[src/hw/rtl/sspg_pkg.sv]
// ----------------------------------------------------------------------------
// sspg_pkg
// Shared types and constants of the stepper step pulse generator.
// ----------------------------------------------------------------------------
package sspg_pkg;

  localparam int unsigned TIME_WIDTH_DEF = 32;
  localparam int unsigned FIFO_DEPTH     = 2;

  localparam int unsigned SPEED_W   = 24;
  localparam int unsigned ELAPSED_W = 16;
  localparam int unsigned MS_W      = 32;
  localparam int unsigned SPR_W     = 16;
  localparam int unsigned HOLD_W    = 32;
  localparam int unsigned CFG_IDX_W = 1;
  localparam int unsigned CFG_DAT_W = 32;

  localparam int unsigned QUOT_W    = 32;
  localparam int unsigned DIVISOR_W = SPR_W + SPEED_W;
  localparam int unsigned QCNT_W    = $clog2(QUOT_W);

  // 360 * 16 * 500000: half period numerator in us
  localparam logic [QUOT_W-1:0] HP_NUM = 32'd2880000000;

  localparam logic [SPR_W-1:0]  SPR_RESET  = 16'd200;
  localparam logic [HOLD_W-1:0] HOLD_RESET = 32'd60000;

  localparam logic [CFG_IDX_W-1:0] CFG_STEPS_PER_REV   = 1'd0;
  localparam logic [CFG_IDX_W-1:0] CFG_HOLD_TIMEOUT_MS = 1'd1;

  localparam logic OP_SET_SPEED = 1'b0;
  localparam logic OP_TICK      = 1'b1;

  typedef struct packed {
    logic                       op;
    logic signed [SPEED_W-1:0]  speed_q4;
    logic [ELAPSED_W-1:0]       elapsed_us;
    logic                       set_reached;
    logic [MS_W-1:0]            ms_since_reached;
  } in_word_t;

  typedef struct packed {
    logic step_level;
    logic dir_level;
    logic enable_level;
    logic running;
  } out_word_t;

  typedef enum logic [1:0] {
    KIND_TICK = 2'd0,
    KIND_STOP = 2'd1,
    KIND_RUN  = 2'd2
  } kind_e;

  typedef struct packed {
    kind_e                kind;
    logic                 neg;
    logic [SPEED_W-1:0]   mag;
    logic [ELAPSED_W-1:0] elapsed;
    logic                 reached;
    logic                 hold_expired;
  } cmd_t;

  typedef struct packed {
    logic busy;
    logic done;
  } div_status_t;

endpackage

[src/hw/rtl/sspg_fifo.sv]
// ----------------------------------------------------------------------------
// sspg_fifo
// Small synchronous word queue with registered storage.
// ----------------------------------------------------------------------------
module sspg_fifo import sspg_pkg::*; #(
  parameter type         word_t = logic,
  parameter int unsigned DEPTH  = FIFO_DEPTH
) (
  input  logic  clk_i,
  input  logic  rst_ni,
  input  logic  push_i,
  input  word_t wdata_i,
  output logic  full_o,
  input  logic  pop_i,
  output word_t rdata_o,
  output logic  empty_o
);

  localparam int unsigned PTR_W = (DEPTH > 1) ? $clog2(DEPTH) : 1;
  localparam int unsigned CNT_W = $clog2(DEPTH + 1);

  word_t              mem_q [DEPTH];
  logic [PTR_W-1:0]   wr_ptr_q, wr_ptr_d, rd_ptr_q, rd_ptr_d;
  logic [CNT_W-1:0]   cnt_q, cnt_d;
  logic               do_push, do_pop;

  assign full_o  = (cnt_q == CNT_W'(DEPTH));
  assign empty_o = (cnt_q == '0);
  assign do_push = push_i && !full_o;
  assign do_pop  = pop_i && !empty_o;
  assign rdata_o = mem_q[rd_ptr_q];

  always_comb begin
    wr_ptr_d = wr_ptr_q;
    rd_ptr_d = rd_ptr_q;
    cnt_d    = cnt_q;
    if (do_push) begin
      wr_ptr_d = (wr_ptr_q == PTR_W'(DEPTH - 1)) ? '0 : wr_ptr_q + 1'b1;
    end
    if (do_pop) begin
      rd_ptr_d = (rd_ptr_q == PTR_W'(DEPTH - 1)) ? '0 : rd_ptr_q + 1'b1;
    end
    if (do_push && !do_pop) begin
      cnt_d = cnt_q + 1'b1;
    end else if (do_pop && !do_push) begin
      cnt_d = cnt_q - 1'b1;
    end
  end

  always_ff @(posedge clk_i or negedge rst_ni) begin
    if (!rst_ni) begin
      wr_ptr_q <= '0;
      rd_ptr_q <= '0;
      cnt_q    <= '0;
    end else begin
      wr_ptr_q <= wr_ptr_d;
      rd_ptr_q <= rd_ptr_d;
      cnt_q    <= cnt_d;
    end
  end

  always_ff @(posedge clk_i) begin
    if (do_push) begin
      mem_q[wr_ptr_q] <= wdata_i;
    end
  end

endmodule

[src/hw/rtl/sspg_front.sv]
// ----------------------------------------------------------------------------
// sspg_front
// Accepts input words, classifies them and queues commands for the back end.
// ----------------------------------------------------------------------------
module sspg_front import sspg_pkg::*; (
  input  logic              clk_i,
  input  logic              rst_ni,
  input  logic              push,
  input  in_word_t          in_word_i,
  output logic              full,
  input  logic [HOLD_W-1:0] hold_timeout_i,
  input  logic              cmd_pop_i,
  output cmd_t              cmd_o,
  output logic              cmd_empty_o
);

  cmd_t cmd;

  always_comb begin
    cmd.neg          = in_word_i.speed_q4[SPEED_W-1];
    cmd.mag          = cmd.neg ? SPEED_W'(-in_word_i.speed_q4) : SPEED_W'(in_word_i.speed_q4);
    cmd.elapsed      = in_word_i.elapsed_us;
    cmd.reached      = in_word_i.set_reached;
    cmd.hold_expired = in_word_i.set_reached && (in_word_i.ms_since_reached > hold_timeout_i);
    if (in_word_i.op == OP_TICK) begin
      cmd.kind = KIND_TICK;
    end else if (in_word_i.speed_q4 == '0) begin
      cmd.kind = KIND_STOP;
    end else begin
      cmd.kind = KIND_RUN;
    end
  end

  sspg_fifo #(
    .word_t (cmd_t),
    .DEPTH  (FIFO_DEPTH)
  ) u_cmd_fifo (
    .clk_i   (clk_i),
    .rst_ni  (rst_ni),
    .push_i  (push),
    .wdata_i (cmd),
    .full_o  (full),
    .pop_i   (cmd_pop_i),
    .rdata_o (cmd_o),
    .empty_o (cmd_empty_o)
  );

endmodule

[src/hw/rtl/sspg_div.sv]
// ----------------------------------------------------------------------------
// sspg_div
// Restoring divider of the fixed half period numerator, one bit per cycle.
// ----------------------------------------------------------------------------
module sspg_div import sspg_pkg::*; (
  input  logic                 clk_i,
  input  logic                 rst_ni,
  input  logic                 start_i,
  input  logic [DIVISOR_W-1:0] divisor_i,
  output div_status_t          status_o,
  output logic [QUOT_W-1:0]    quot_o
);

  logic [DIVISOR_W-1:0] divisor_q;
  logic [DIVISOR_W-1:0] rem_q;
  logic [QUOT_W-1:0]    quot_q;
  logic [QCNT_W-1:0]    cnt_q;
  logic                 busy_q, done_q;
  logic [DIVISOR_W:0]   shifted;
  logic                 ge;

  assign shifted = {rem_q, HP_NUM[cnt_q]};
  assign ge      = (shifted >= {1'b0, divisor_q});

  always_ff @(posedge clk_i or negedge rst_ni) begin
    if (!rst_ni) begin
      busy_q <= 1'b0;
      done_q <= 1'b0;
      cnt_q  <= '0;
    end else begin
      done_q <= 1'b0;
      if (start_i) begin
        busy_q <= 1'b1;
        cnt_q  <= QCNT_W'(QUOT_W - 1);
      end else if (busy_q) begin
        cnt_q <= cnt_q - 1'b1;
        if (cnt_q == '0) begin
          busy_q <= 1'b0;
          done_q <= 1'b1;
        end
      end
    end
  end

  always_ff @(posedge clk_i) begin
    if (start_i) begin
      divisor_q <= divisor_i;
      rem_q     <= '0;
      quot_q    <= '0;
    end else if (busy_q) begin
      rem_q  <= ge ? DIVISOR_W'(shifted - {1'b0, divisor_q}) : DIVISOR_W'(shifted);
      quot_q <= {quot_q[QUOT_W-2:0], ge};
    end
  end

  assign status_o.busy = busy_q;
  assign status_o.done = done_q;
  assign quot_o        = quot_q;

endmodule

[src/hw/rtl/sspg_back.sv]
// ----------------------------------------------------------------------------
// sspg_back
// Executes queued commands: speed set-up, step timing and result queue.
// ----------------------------------------------------------------------------
module sspg_back import sspg_pkg::*; #(
  parameter int unsigned TIME_WIDTH = TIME_WIDTH_DEF
) (
  input  logic             clk_i,
  input  logic             rst_ni,
  input  logic [SPR_W-1:0] steps_per_rev_i,
  input  cmd_t             cmd_i,
  input  logic             cmd_empty_i,
  output logic             cmd_pop_o,
  input  logic             pop,
  output logic             empty,
  output out_word_t        out_word_o
);

  typedef enum logic [3:0] {
    ST_IDLE   = 4'b0001,
    ST_LAUNCH = 4'b0010,
    ST_DIV    = 4'b0100,
    ST_TICK   = 4'b1000
  } state_e;

  state_e                 state_q, state_d;
  logic [TIME_WIDTH-1:0]  hp_q, hp_d, acc_q, acc_d;
  logic                   stopped_q, stopped_d, toggle_q, toggle_d;
  logic                   step_q, step_d, dir_q, dir_d, en_q, en_d;
  logic [DIVISOR_W-1:0]   prod_q, prod_d;

  logic                   div_start;
  div_status_t            div_sts;
  logic [QUOT_W-1:0]      quot;
  logic [QUOT_W+TIME_WIDTH-1:0] quot_x;
  logic [TIME_WIDTH-1:0]  hp_div;
  logic [TIME_WIDTH:0]    sum_wide;
  logic [TIME_WIDTH-1:0]  sum_sat, diff;

  logic                   out_push, out_full;
  out_word_t              res;

  assign quot_x   = {TIME_WIDTH'(0), quot};
  assign hp_div   = ((quot_x >> TIME_WIDTH) != '0) ? '1 : quot_x[TIME_WIDTH-1:0];
  assign sum_wide = {1'b0, acc_q} + (TIME_WIDTH + 1)'(cmd_i.elapsed);
  assign sum_sat  = sum_wide[TIME_WIDTH] ? '1 : sum_wide[TIME_WIDTH-1:0];
  assign diff     = acc_q - hp_q;

  always_comb begin
    state_d   = state_q;
    hp_d      = hp_q;
    acc_d     = acc_q;
    stopped_d = stopped_q;
    toggle_d  = toggle_q;
    step_d    = step_q;
    dir_d     = dir_q;
    en_d      = en_q;
    prod_d    = prod_q;
    cmd_pop_o = 1'b0;
    out_push  = 1'b0;
    div_start = 1'b0;
    unique case (state_q)
      ST_IDLE: begin
        if (!cmd_empty_i && !out_full) begin
          cmd_pop_o = 1'b1;
          unique case (cmd_i.kind)
            KIND_STOP: begin
              if (cmd_i.hold_expired) begin
                en_d = 1'b1;
              end
              stopped_d = 1'b1;
              out_push  = 1'b1;
            end
            KIND_RUN: begin
              if (!cmd_i.reached) begin
                en_d = 1'b0;
              end
              dir_d     = cmd_i.neg;
              stopped_d = 1'b0;
              prod_d    = DIVISOR_W'(steps_per_rev_i) * DIVISOR_W'(cmd_i.mag);
              state_d   = ST_LAUNCH;
            end
            KIND_TICK: begin
              if (stopped_q) begin
                out_push = 1'b1;
              end else begin
                acc_d   = sum_sat;
                state_d = ST_TICK;
              end
            end
            default: out_push = 1'b1;
          endcase
        end
      end
      ST_LAUNCH: begin
        if (prod_q == '0) begin
          hp_d     = '1;
          out_push = 1'b1;
          state_d  = ST_IDLE;
        end else begin
          div_start = 1'b1;
          state_d   = ST_DIV;
        end
      end
      ST_DIV: begin
        if (div_sts.done) begin
          hp_d     = hp_div;
          out_push = 1'b1;
          state_d  = ST_IDLE;
        end
      end
      ST_TICK: begin
        if (acc_q >= hp_q) begin
          step_d   = toggle_q;
          toggle_d = ~toggle_q;
          acc_d    = (diff > hp_q) ? '0 : diff;
        end
        out_push = 1'b1;
        state_d  = ST_IDLE;
      end
      default: state_d = ST_IDLE;
    endcase
  end

  always_ff @(posedge clk_i or negedge rst_ni) begin
    if (!rst_ni) begin
      state_q   <= ST_IDLE;
      hp_q      <= '0;
      acc_q     <= '0;
      stopped_q <= 1'b1;
      toggle_q  <= 1'b0;
      step_q    <= 1'b0;
      dir_q     <= 1'b0;
      en_q      <= 1'b1;
    end else begin
      state_q   <= state_d;
      hp_q      <= hp_d;
      acc_q     <= acc_d;
      stopped_q <= stopped_d;
      toggle_q  <= toggle_d;
      step_q    <= step_d;
      dir_q     <= dir_d;
      en_q      <= en_d;
    end
  end

  always_ff @(posedge clk_i) begin
    prod_q <= prod_d;
  end

  sspg_div u_div (
    .clk_i     (clk_i),
    .rst_ni    (rst_ni),
    .start_i   (div_start),
    .divisor_i (prod_q),
    .status_o  (div_sts),
    .quot_o    (quot)
  );

  assign res.step_level   = step_d;
  assign res.dir_level    = dir_d;
  assign res.enable_level = en_d;
  assign res.running      = ~stopped_d;

  sspg_fifo #(
    .word_t (out_word_t),
    .DEPTH  (FIFO_DEPTH)
  ) u_res_fifo (
    .clk_i   (clk_i),
    .rst_ni  (rst_ni),
    .push_i  (out_push),
    .wdata_i (res),
    .full_o  (out_full),
    .pop_i   (pop),
    .rdata_o (out_word_o),
    .empty_o (empty)
  );

`ifndef SYNTHESIS
  a_state_onehot: assert property (@(posedge clk_i) disable iff (!rst_ni)
    $onehot(state_q)) else $error("back end state not one-hot");

  a_pop_idle: assert property (@(posedge clk_i) disable iff (!rst_ni)
    cmd_pop_o |-> state_q == ST_IDLE) else $error("command taken while busy");

  a_push_room: assert property (@(posedge clk_i) disable iff (!rst_ni)
    out_push |-> !out_full) else $error("result pushed into full queue");

  a_div_done: assert property (@(posedge clk_i) disable iff (!rst_ni)
    div_sts.done |-> state_q == ST_DIV) else $error("divider done outside wait");

  a_div_start: assert property (@(posedge clk_i) disable iff (!rst_ni)
    div_start |=> div_sts.busy) else $error("divider did not start");
`endif

endmodule

[src/hw/rtl/stepper_step_pulse_generator.sv]
// ----------------------------------------------------------------------------
// stepper_step_pulse_generator
// Step, direction and enable level generator for a stepper driver.
// ----------------------------------------------------------------------------
// Each accepted word yields one result word. A zero speed, or a tick while
// stopped, is handled in the idle state of the back end; a running tick also
// passes the tick state. A nonzero speed forms the steps-per-rev product; if
// that is not zero, the restoring divider forms the half period, one quotient
// bit per cycle. Two-word queues sit on the command and result sides, so
// input may be taken while a result waits to be popped.
module stepper_step_pulse_generator import sspg_pkg::*; #(
  parameter int unsigned TIME_WIDTH = TIME_WIDTH_DEF
) (
  input  logic                 clk_i,
  input  logic                 rst_ni,
  input  logic                 cfg_we_i,
  input  logic [CFG_IDX_W-1:0] cfg_idx_i,
  input  logic [CFG_DAT_W-1:0] cfg_data_i,
  input  logic                 push,
  input  in_word_t             in_word_i,
  output logic                 full,
  input  logic                 pop,
  output logic                 empty,
  output out_word_t            out_word_o
);

  logic [SPR_W-1:0]  spr_q;
  logic [HOLD_W-1:0] hold_q;
  cmd_t              cmd;
  logic              cmd_empty, cmd_pop;

  always_ff @(posedge clk_i or negedge rst_ni) begin
    if (!rst_ni) begin
      spr_q  <= SPR_RESET;
      hold_q <= HOLD_RESET;
    end else if (cfg_we_i) begin
      unique case (cfg_idx_i)
        CFG_STEPS_PER_REV:   spr_q  <= cfg_data_i[SPR_W-1:0];
        CFG_HOLD_TIMEOUT_MS: hold_q <= cfg_data_i[HOLD_W-1:0];
        default: ;
      endcase
    end
  end

  sspg_front u_front (
    .clk_i          (clk_i),
    .rst_ni         (rst_ni),
    .push           (push),
    .in_word_i      (in_word_i),
    .full           (full),
    .hold_timeout_i (hold_q),
    .cmd_pop_i      (cmd_pop),
    .cmd_o          (cmd),
    .cmd_empty_o    (cmd_empty)
  );

  sspg_back #(
    .TIME_WIDTH (TIME_WIDTH)
  ) u_back (
    .clk_i           (clk_i),
    .rst_ni          (rst_ni),
    .steps_per_rev_i (spr_q),
    .cmd_i           (cmd),
    .cmd_empty_i     (cmd_empty),
    .cmd_pop_o       (cmd_pop),
    .pop             (pop),
    .empty           (empty),
    .out_word_o      (out_word_o)
  );

endmodule
[config.mk]
export PLATFORM = sky130hd
export DESIGN_NAME = stepper_step_pulse_generator
export DESIGN_NICKNAME = d
export VERILOG_FILES = /design/src/hw/rtl/sspg_pkg.sv /design/src/hw/rtl/sspg_fifo.sv /design/src/hw/rtl/sspg_front.sv /design/src/hw/rtl/sspg_div.sv /design/src/hw/rtl/sspg_back.sv /design/src/hw/rtl/stepper_step_pulse_generator.sv
export SDC_FILE = /design/constraint.sdc
export NUM_CORES = 2
export LEC_CHECK = 0
export BUFFER_PORTS_ARGS = -buffer_cell sky130_fd_sc_hd__buf_4
export CAP_MARGIN = 20
export CORE_ASPECT_RATIO = 0.5
export CORE_MARGIN = 1
export CORE_UTILIZATION = 58
export CTS_CLUSTER_SIZE = 12
export DETAILED_ROUTE_END_ITERATION = 12
export HOLD_SLACK_MARGIN = 0.12
export PLACE_DENSITY_LB_ADDON = 0.05
export SYNTH_ARGS = -nofsm -noshare
export SYNTH_HDL_FRONTEND = slang
export SYNTH_HIERARCHICAL = 1
export SYNTH_SLANG_ARGS = --single-unit
[constraint.sdc]
create_clock -name clk_i -period 6.8 [get_ports clk_i]
set_input_delay 0.34 -clock clk_i [delete_from_list [all_inputs] [get_ports clk_i]]
set_output_delay 0.34 -clock clk_i [all_outputs]
set_load 0.03 [all_outputs]
# --- After elaboration in Yosys (flattened, before gate mapping) ---
# Memories as Yosys holds them, arrays and structs flattened.
# Cells that the tools add are included.
classes:
  add_sub_neg: 13
  n_mul: 1
  n_lt_le_gt_ge: 5
  n_eq_ne: 16
  n_mux: 64
  bitwise: 3
  n_reduce_logical: 36
ops:
  columns: ["operator", "n"]
  rows:
  - ["two-way mux 32 bit", 8]
  - ["one-hot mux 32 bit (2 select lines)", 2]
  - ["> comparator 32 bit", 2]
  - ["greater-or-equal comparator 41 x 40 -> 1 bit", 1]
  - ["zero test 40 bit", 1]
  - ["multiplier 16 x 24 -> 40 bit", 1]
  - ["two-way mux 40 bit", 1]
  - ["subtractor 40 bit", 1]
  - ["two-way mux 1 bit", 34]
  - ["adder 32 x 16 -> 33 bit", 1]
  - ["greater-or-equal comparator 32 bit", 1]
  - ["subtractor 32 bit", 1]
  - ["zero test 24 bit", 1]
  - ["two-way mux 24 bit", 1]
  - ["negation 24 bit", 1]
  - ["two-way mux 2 bit", 6]
  - ["two-way mux 4 bit", 3]
  - ["one-hot mux 4 bit (3 select lines)", 1]
  - ["logical AND 1 bit", 10]
  - ["two-way mux 5 bit", 2]
  - ["nonzero test 2 bit", 5]
  - ["zero test 1 bit", 8]
  - ["one-hot mux 4 bit (2 select lines)", 1]
  - ["equality test 2 bit (second input constant)", 3]
  - ["other kinds (23)", 42]
totals:
  register_bits: 288
  ramBits: 98
  mem_bits_ro: 32
  wordCells: 164
  mem_count: 3
memory_table:
  columns: ["name", "words", "word_bits", "read_ports", "rd_clocked_by_memory_dff", "write_ports", "line", "text"]
  rows:
  - ["u_front.u_cmd_fifo.mem_q", 2, 45, 1, 0, 1, "sspg_fifo.sv:22", "word_t mem_q [DEPTH];"]
  - ["(no name shown)", 32, 1, 1, 0, 0, "sspg_div.sv:22", "assign shifted = {rem_q, HP_NUM[cnt_q]};"]
  - ["u_back.u_res_fifo.mem_q", 2, 4, 1, 0, 1, "sspg_fifo.sv:22", null]

# --- Longest topological paths before layout ---
depth:
  ltp_word: 10
  mapped_depth: 27

# --- Modules after synthesis ---
# The synthesis kept the hierarchy.
by_module_without_submodules:
  columns: ["mod", "n_inst", "cells_per_inst", "area_each_um2", "seq_area_each_um2"]
  rows:
  - ["sspg_back", 1, 2336, 20609.8, 3031.7]
  - ["sspg_div", 1, 788, 7061.8, 2817.7]
  - ["sspg_fifo at u_front.u_cmd_fifo", 1, 159, 3643.5, 2802.7]
  - ["stepper_step_pulse_generator", 1, 103, 1835.5, 1213.7]
  - ["sspg_front", 1, 188, 1331.3, 0.0]
  - ["sspg_fifo at u_back.u_res_fifo", 1, 31, 481.7, 340.3]

# --- Worst setup path after synthesis ---
# No wires, ideal clock.
synth_path:
  path_kind: "reg-to-reg"
  start: "register u_front.u_cmd_fifo.rd_ptr_q"
  end: "register u_back.prod_q[33], data pin"
  setup_ps: 263
  t_arrival_ps: 6263
  slack_ps: 274
  stages_incl_launch_ff: 24
  path_buffers: 3
  synth_period_minus_slack_ps: 6526
  cell_sequence: "dfrtp_1 > buf_6 > buf_12 > mux2_4 > clkbuf_1 > and2_1 > fa_1 > fa_1 > fa_1 > fa_1 > fa_1 > inv_1 > fa_1 > inv_1 > ha_1 > a21o_1 > a21o_1 > a21o_1 > o21ai_0 > nand2_1 > a31oi_1 > nor2_1 > o41ai_2 > xnor2_1"
synth_rtl:
  columns: ["item", "line", "text"]
  rows:
  - ["from (decl)", "sspg_fifo.sv:23", "logic [PTR_W-1:0] wr_ptr_q, wr_ptr_d, rd_ptr_q, rd_ptr_d;"]
  - ["from (signal assigned)", "sspg_fifo.sv:57", "rd_ptr_q <= rd_ptr_d;"]
  - ["to (signal assigned)", "sspg_back.sv:148", "prod_q <= prod_d;"]
  - ["to (decl)", "sspg_back.sv:30", "logic [DIVISOR_W-1:0] prod_q, prod_d;"]

==> qor.txt <==
Run status: finished clean
Cell Rows: 63
Buffers added on ports: 117
Hold EP: u_front/u_cmd_fifo/mem_q[0][32]
Setup Crit Path Kind: reg2reg
Setup crit end kind: flop
Grt ovf: 0
Crit path max fanout: 16
Fraction of layout cells with a size suffix above 1: 12.2%
Post-DP HPWL: 63400 µm
Fin crit period: 6.60 ns
Layout area overhead: 11.4%
DIE WIDTH: 349 µm
Clk_lat worst skew: 0.59 ns
Worst slew pin tran: 1.06 ns
Vias in the first global route: 26.3k
Layout fillers: 4807
Fin. Hold Viols: 0
Met2 global-route usage: 44.6%
Initial antenna violation count: 0
Min-delay src: in_word_i[63]
Worst path buffer plus inverter count: 7
Area of the mapped netlist: 35000 µm²
Final antenna-violating net count: 0
M1 GR Usage: 37.9%
Die span in y: 176 µm
Clock Tree Root: clkbuf_16
Global-route wire length before repair: 135000 µm
Mapped Nets: 4298
Crit path top cell by count: fa_1
DR vias: 26.1k
Drt wl/cell: 18.2 µm
Post-layout net count: 4441
Ys Warns: 6
R2R setup slack: 0.20 ns
H-tree Lvls: 2
Busiest grt layer: met2
Clock slew at reported path FFs: 0.06 ns
Max incr delay on CP: 0.60 ns
Worst Clk Skew: 0.0335 ns
Critical path's slowest cell: fa_1
Crit path required time: 7.10 ns
Synth Instances: 3604
Avg Cell Area, Syn: 9.70 µm²
Largest net degree at the start of global routing: 74
Hold depth: 2
Met3 Resource Use GR: 5.10%
Die area: 61300 µm²
Post-Route WL: 83800 µm
Drt drc: 0
Slew headroom: 28.0%
Worst hold path type: in2reg
Post-DR vias/cell: 5.68
Crit start category: flop
CTS Buffer Depth: 3
Drt first pass iters: 5
1st-iter DRT viols: 1862
Reg2reg path depth: 25
CP arrival: 6.90 ns
Largest delay share family, worst path: adder cells
Core Region: 59400 µm²
Initial Util: 58.9%
Final Cycle Share: 97.0%
Gpl congestion: 0.912
Worst r2r src: u_front/u_cmd_fifo/rd_ptr_q
Final setup viols: 0
Max Freq: 0.152 GHz
Reg2reg end: u_back/prod_q[39]
Overall global routing resource usage: 27.3%
Post-route setup TNS: 0 ns
Clock Sinks: 386
CTS tree: done
Pins over their slew limit: 0
TritonCTS buffer count: 41
Max_cap viols: 0
Ports: 118
## per-layer routing
| metal | wire length, µm | part of all wire [%] |
|---|---|---|
| met1 | 38100 | 45 |
| met3 | 5200 | 6.2 |
| met4 | 1750 | 2.1 |
| met5 | 0 | 0 |
| met2 | 38700 | 46 |
## cell usage in the layout, fill, tap and decap left out, types with 53 or more instances in the layout
master / instances
a21o_1: 78
a21oi_1: 238
and2_1: 172
buf_4: 186
dfrtp_1: 121
dfxtp_1: 72
dlygate4sd3_1: 67
edfxtp_1: 178
fa_1: 309
ha_1: 269
inv_1: 493
mux2_4: 53
nand2_1: 367
nor2_1: 186
nor3_1: 58
o21ai_0: 85
xnor2_1: 90
## what timing repair did
action	4_1_cts	5_1_grt
buffers inserted	0	9
endpoints found under the setup margin	1	12
pin swaps	0	12
hold endpoints to repair	186	0
hold buffers	67	0
gates resized for setup	1	42
## worst max-delay path by stage
stage | endpoint | from | slack, ns | depth (start not counted)
floorplan | u_back/prod_q[33] | u_front/u_cmd_fifo/rd_ptr_q | 0.27 | 23
global placement | u_back/prod_q[39] | u_front/u_cmd_fifo/rd_ptr_q | 0.06 | 23
detailed placement | u_back/prod_q[39] | u_front/u_cmd_fifo/rd_ptr_q | 0.01 | 23
CTS | u_back/prod_q[34] | u_front/u_cmd_fifo/rd_ptr_q | 0.03 | 22
global route | u_back/prod_q[34] | u_front/u_cmd_fifo/rd_ptr_q | -0.007 | 23
finish | u_back/prod_q[39] | u_front/u_cmd_fifo/rd_ptr_q | 0.20 | 25
## registers in the layout (all words and copies together), names as in the netlist, 2 cells and up
signal                    cells
u_back/u_res_fifo/cnt_q       2
spr_q                        16
u_back/u_res_fifo/mem_q       8
u_back/u_div/quot_o          32
hold_q                       32
u_back/state_q                4
u_back/hp_q                  32
u_back/u_div/divisor_q       40
u_back/u_div/rem_q           40
u_front/u_cmd_fifo/mem_q     90
u_back/acc_q                 32
u_back/u_div/cnt_q            5
u_back/prod_q                40
u_front/u_cmd_fifo/cnt_q      2
## through the flow
step / cell area [µm²] / hold slack (ns) / instances / utilization (%) / setup slack (ns)
final: 38900 / 0.143 / 4593 / 65.6 / 0.202
after detailed placement: 36600 / 0.429 / 4439 / 61.7 / 0.0136
after floorplan: 35000 / 0.0444 / 3604 / - / 0.274
after global placement: 36600 / 0.418 / 4439 / 61.7 / 0.0650
after global routing: 38900 / 0.124 / 4592 / 65.6 / -0.00670
after CTS: 38600 / 0.122 / 4582 / 65.1 / 0.0280
## layout make-up
type	instances	area [µm²]	share of cell area, %
flip-flops and latches	386	10200	26.2
well taps	812	1020	2.61
inverters	494	1860	4.77
diodes	1	2.50	0.00643
repair buffers	259	2160	5.55
clock buffers	67	1190	3.07
clock inverters	9	131	0.337
multi-input cells	2565	22400	57.4
Power is not shown: default switching activity piles up to over one toggle a cycle in this logic, so the estimate is an artifact.
